[src/plti_pkg.sv]
// Package: shared types and constants for the piecewise linear table interpolator.
package plti_pkg;

    localparam int ROWS       = 256;
    localparam int IDX_W      = $clog2(ROWS);
    localparam int CNT_W      = IDX_W + 1;
    localparam int DATA_W     = 32;
    localparam int QUEUE_W    = 2;
    localparam int QUEUE_DEPTH = 4;

    localparam logic OP_WRITE = 1'b0;
    localparam logic OP_QUERY = 1'b1;

    localparam logic [1:0] ST_OK    = 2'd0;
    localparam logic [1:0] ST_BELOW = 2'd1;
    localparam logic [1:0] ST_ABOVE = 2'd2;
    localparam logic [1:0] ST_SAT   = 2'd3;

    // One query handed from front to back.
    typedef struct packed {
        logic signed [DATA_W-1:0] x;
        logic [CNT_W-1:0]         rows;
    } t_query;

endpackage

[src/plti_front.sv]
// Front end: accepts transactions, performs table writes, queues queries.
module plti_front (
    input  logic                         i_clk,
    input  logic                         i_rst_n,
    input  logic                         i_valid,
    output logic                         o_ready,
    input  logic                         i_op,
    input  logic [7:0]                   i_row_index,
    input  logic signed [31:0]           i_x_value,
    input  logic signed [31:0]           i_y_value,
    input  logic [8:0]                   i_rows_in_use,
    output logic                         o_we,
    output logic [plti_pkg::IDX_W-1:0]   o_waddr,
    output logic [31:0]                  o_wx,
    output logic [31:0]                  o_wy,
    output logic                         o_q_valid,
    output plti_pkg::t_query             o_q,
    input  logic                         i_q_pop,
    input  logic                         i_back_busy
);
    import plti_pkg::*;

    t_query                r_buf [QUEUE_DEPTH];
    logic [QUEUE_W-1:0]    r_rd;
    logic [QUEUE_W-1:0]    r_wr;
    logic [QUEUE_W:0]      r_cnt;
    logic                  push;
    logic [CNT_W-1:0]      rows_eff;

    // Clamp row count to 2..ROWS
    always_comb begin
        if (i_rows_in_use < 9'd2) begin
            rows_eff = CNT_W'(2);
        end else if (CNT_W'(i_rows_in_use) > CNT_W'(ROWS) || i_rows_in_use > 9'(ROWS)) begin
            rows_eff = CNT_W'(ROWS);
        end else begin
            rows_eff = CNT_W'(i_rows_in_use);
        end
    end

    // Writes wait until no query is pending so order against lookups holds
    always_comb begin
        if (i_op == OP_WRITE) begin
            o_ready = (r_cnt == '0) && !i_back_busy;
        end else begin
            o_ready = (r_cnt != (QUEUE_W+1)'(QUEUE_DEPTH));
        end
    end

    assign push    = i_valid && o_ready && (i_op == OP_QUERY);
    assign o_we    = i_valid && o_ready && (i_op == OP_WRITE) && (32'(i_row_index) < ROWS);
    assign o_waddr = IDX_W'(i_row_index);
    assign o_wx    = i_x_value;
    assign o_wy    = i_y_value;

    // Query queue
    always_ff @(posedge i_clk) begin
        if (push) begin
            r_buf[r_wr] <= '{x: i_x_value, rows: rows_eff};
        end
        if (!i_rst_n) begin
            r_rd  <= '0;
            r_wr  <= '0;
            r_cnt <= '0;
        end else begin
            if (push) r_wr <= r_wr + 1'b1;
            if (i_q_pop) r_rd <= r_rd + 1'b1;
            r_cnt <= r_cnt + (QUEUE_W+1)'(push) - (QUEUE_W+1)'(i_q_pop);
        end
    end

    assign o_q_valid = (r_cnt != '0);
    assign o_q       = r_buf[r_rd];
endmodule

[config.mk]
export PLATFORM = sky130hd
export DESIGN_NAME = plti_front
export DESIGN_NICKNAME = d
export VERILOG_FILES = /design/src/plti_pkg.sv /design/src/plti_front.sv
export SDC_FILE = /design/constraint.sdc
export NUM_CORES = 1
export LEC_CHECK = 0
export BUFFER_PORTS_ARGS = -buffer_cell sky130_fd_sc_hd__buf_2
export CAP_MARGIN = 20
export CORE_ASPECT_RATIO = 1.1
export CORE_UTILIZATION = 30
export DETAILED_ROUTE_END_ITERATION = 10
export GPL_ROUTABILITY_DRIVEN = 0
export GPL_TIMING_DRIVEN = 1
export HOLD_SLACK_MARGIN = 0.15
export PLACE_DENSITY = 0.6
export SLEW_MARGIN = 10
export SYNTH_ARGS = -nofsm -noshare
export SYNTH_HDL_FRONTEND = slang
export SYNTH_SLANG_ARGS = --single-unit
[constraint.sdc]
create_clock -name i_clk -period 3.65 [get_ports i_clk]
set_clock_uncertainty 0.1 [all_clocks]
set_input_delay 0.9125 -clock i_clk [delete_from_list [all_inputs] [get_ports i_clk]]
set_output_delay 0.9125 -clock i_clk [all_outputs]
set_load 0.02 [all_outputs]
==> metrics.txt <==
count of antenna-violating nets left after detailed routing=0; Unique masters post-synth=28; Post-CTS Repair Setup Buffers=0; share of cells above drive strength 1=49.1%; outcome=complete, no violations; Syn Std Cell Area=0.00702 mm2; antenna violations before repair=0; routed length per instance=17.6 um; total routing resource utilization after global routing=11.4%; CP max FO=28; total number of H-tree levels=4; final-stage net count=511; count of warnings emitted by yosys=0; crit end category=primary output; core region area=0.0229 mm2; pin slew with the least headroom to its limit=0.454 ns; die area=0.0240 mm2; CTS Hold Buffers Added=0; Top FF cell, synth=edfxtp_1; wire length of the first global-routing pass=19,700 um; standard-cell row count=58; number of CTS-inserted buffers=17; initial core utilization=30.6%; layout overhead on the synthesized area=15.5%; number of I/O port buffers=122; CP startpoint kind=flop; crit path cell chain=buf_12, mux4_2, buf_2; critical path type=flop to primary output; count of pins over their slew limit=0; final core utilization=35.4%; setup repair after global routing missed its margin=no; largest net degree at the start of global routing=29; post-layout worst setup margin=0.625 ns; detailed-route via count=3,212; reported max-cap violation count=0; maximum root-to-sink buffer count=2; Synth Area per Inst=20.0 um2; number of diodes added for antenna fixing=0; Final min period=3.02 ns; Detail Placement HPWL=8460 um; synthesized net count=445; post-CTS resize count=0; top cell family by delay on the critical path=multiplexers; Die Span Y=162 um; power density of the placed cells=585 mW/mm2; Total Power=0.00474 W; final number of hold-violating endpoints=0; fraction of registers with async set or reset after synthesis=0%; data required time of the worst path=2.64 ns; drt first pass iters=4; TritonCTS clock tree=built; number of setup violations in the final report=0; clock transition at the register clock pins on the worst setup and hold paths after CTS=0.07 ns; total negative setup slack=0 ns; slowest cell on the critical path=mux4_2; Cells after Synth=351; clk_lat worst skew=0.42 ns; Worst Path Arrival=2.01 ns; WP buf/inv=2; maximum cell stage delay along the critical path=0.56 ns; register area share after synthesis=72.7%; FMAX=331 MHz; total wire length=12,900 um; Top Ports=203; worst hold path class=flop to flop; Hold Worst Slack=0.422 ns; filler cell count in the final layout=2,173; worst relative slew slack=69.7%; root buf cell=clkbuf_16; number of synthesized flops with an enable pin=164; DRC violation total after the first TritonRoute iteration=152; total of flip-flops plus latches after synthesis=173; Leakage Power=2.80 nW; minimum setup slack after placement=0.838 ns; number of global-route vias before repair=3,474; number of clock sinks=173; worst vdd rail ir drop=0.263 mV; fin crit share=82.9%; drt via density=4.40; horizontal extent of the die=148 um; remaining global-route overflow=0; number of remaining DRC errors=0
==> worst min-delay path: stages (launching register included) <==
cell     delay [ns]
dfxtp_1        0.34
nand2_1        0.07
mux2i_1        0.06
==> power breakdown <==
part           switching, W  total [W]  leakage, nW  internal (W)
clock network      0.000753    0.00185        0.297       0.00110
logic              0.000338   0.000584        0.938      0.000247
registers         0.0000427    0.00231         1.57       0.00227
total               0.00113    0.00474         2.80       0.00361
==> state kept, by name, indices dropped and copies added, names as in the netlist, named ones only <==
register / cells
r_buf: 164
r_cnt: 3
r_rd: 2
r_wr: 2
==> layer usage <==
layer	share of wire (%)	track usage [%]	vias up
li1	-	-	1418
met1	40	13.0	1650
met2	52	19.3	102
met3	5.2	3.28	42
met4	2.5	5.86	0
met5	0	0	-
==> layout by cell type, fill, tap and decap left out, drive strengths merged, types with 2 or more instances in the layout <==
cell type / n
a21oi: 2
and2: 10
buf: 132
bufinv: 3
clkbuf: 19
clkinv: 3
dfxtp: 9
edfxtp: 164
ha: 6
inv: 12
mux2i: 2
mux4: 41
nand2: 5
nor2b: 6
nor3: 2
xnor2: 3
==> cell families (layout without fill, tap and decap cells) <==
logic type | Yosys count | in the layout | synth area share [%]
adder cells (fa/ha/maj) | 7 | 7 | 1.35
multiplexers | 43 | 43 | 13.4
AO/OA/AOI/OAI | 3 | 3 | 0.250
AND/OR/NAND/NOR | 30 | 30 | 2.60
XOR/XNOR | 4 | 4 | 0.499
flip-flops | 173 | 173 | 72.7
buffers and inverters | 91 | 170 | 9.13
==> cell usage after synthesis, drive strengths merged, types with 2 or more instances <==
library cell / instances / share of area (%)
nor3: 2 / 0.14
inv: 6 / 0.32
mux2i: 2 / 0.29
buf: 83 / 8.7
edfxtp: 164 / 70
a21oi: 2 / 0.14
xnor2: 3 / 0.37
ha: 6 / 1.1
nor2b: 6 / 0.53
dfxtp: 9 / 2.6
mux4: 41 / 13
and2: 10 / 0.91
clkbuf: 2 / 0.11
nand2: 5 / 0.27
==> stage by stage <==
stage,instance area [um2],instances
3_5_place_dp,7500,698
3_3_place_gp,7500,698
4_1_cts,8110,730
5_1_grt,8110,730
2_1_floorplan,7020,351
6_report,8110,730
==> final timing paths <==
kind                            cells past startpoint  slack, ns                 start              endpoint
worst max-delay path                                3       0.63                  flop               o_q[30]
worst min-delay path                                2       0.42  r_wr[1]$_SDFFE_PN0P_  r_wr[1]$_SDFFE_PN0P_
worst max register to register                     10       1.26   r_cnt[2]$_SDFF_PN0_   r_cnt[2]$_SDFF_PN0_
worst min register to register                      2       0.42  r_wr[1]$_SDFFE_PN0P_  r_wr[1]$_SDFFE_PN0P_
==> layout make-up <==
type                    instances  area, um2  share of cell area (%)
flip-flops and latches        173       5110                    63.0
multi-input cells              87       1280                    15.8
repair buffers                132        711                    8.77
clock buffers                  19        433                    5.34
well taps                     300        375                    4.63
clock inverters                13        178                    2.19
inverters                       6       22.5                   0.278
(Power assumes the default switching activity.)
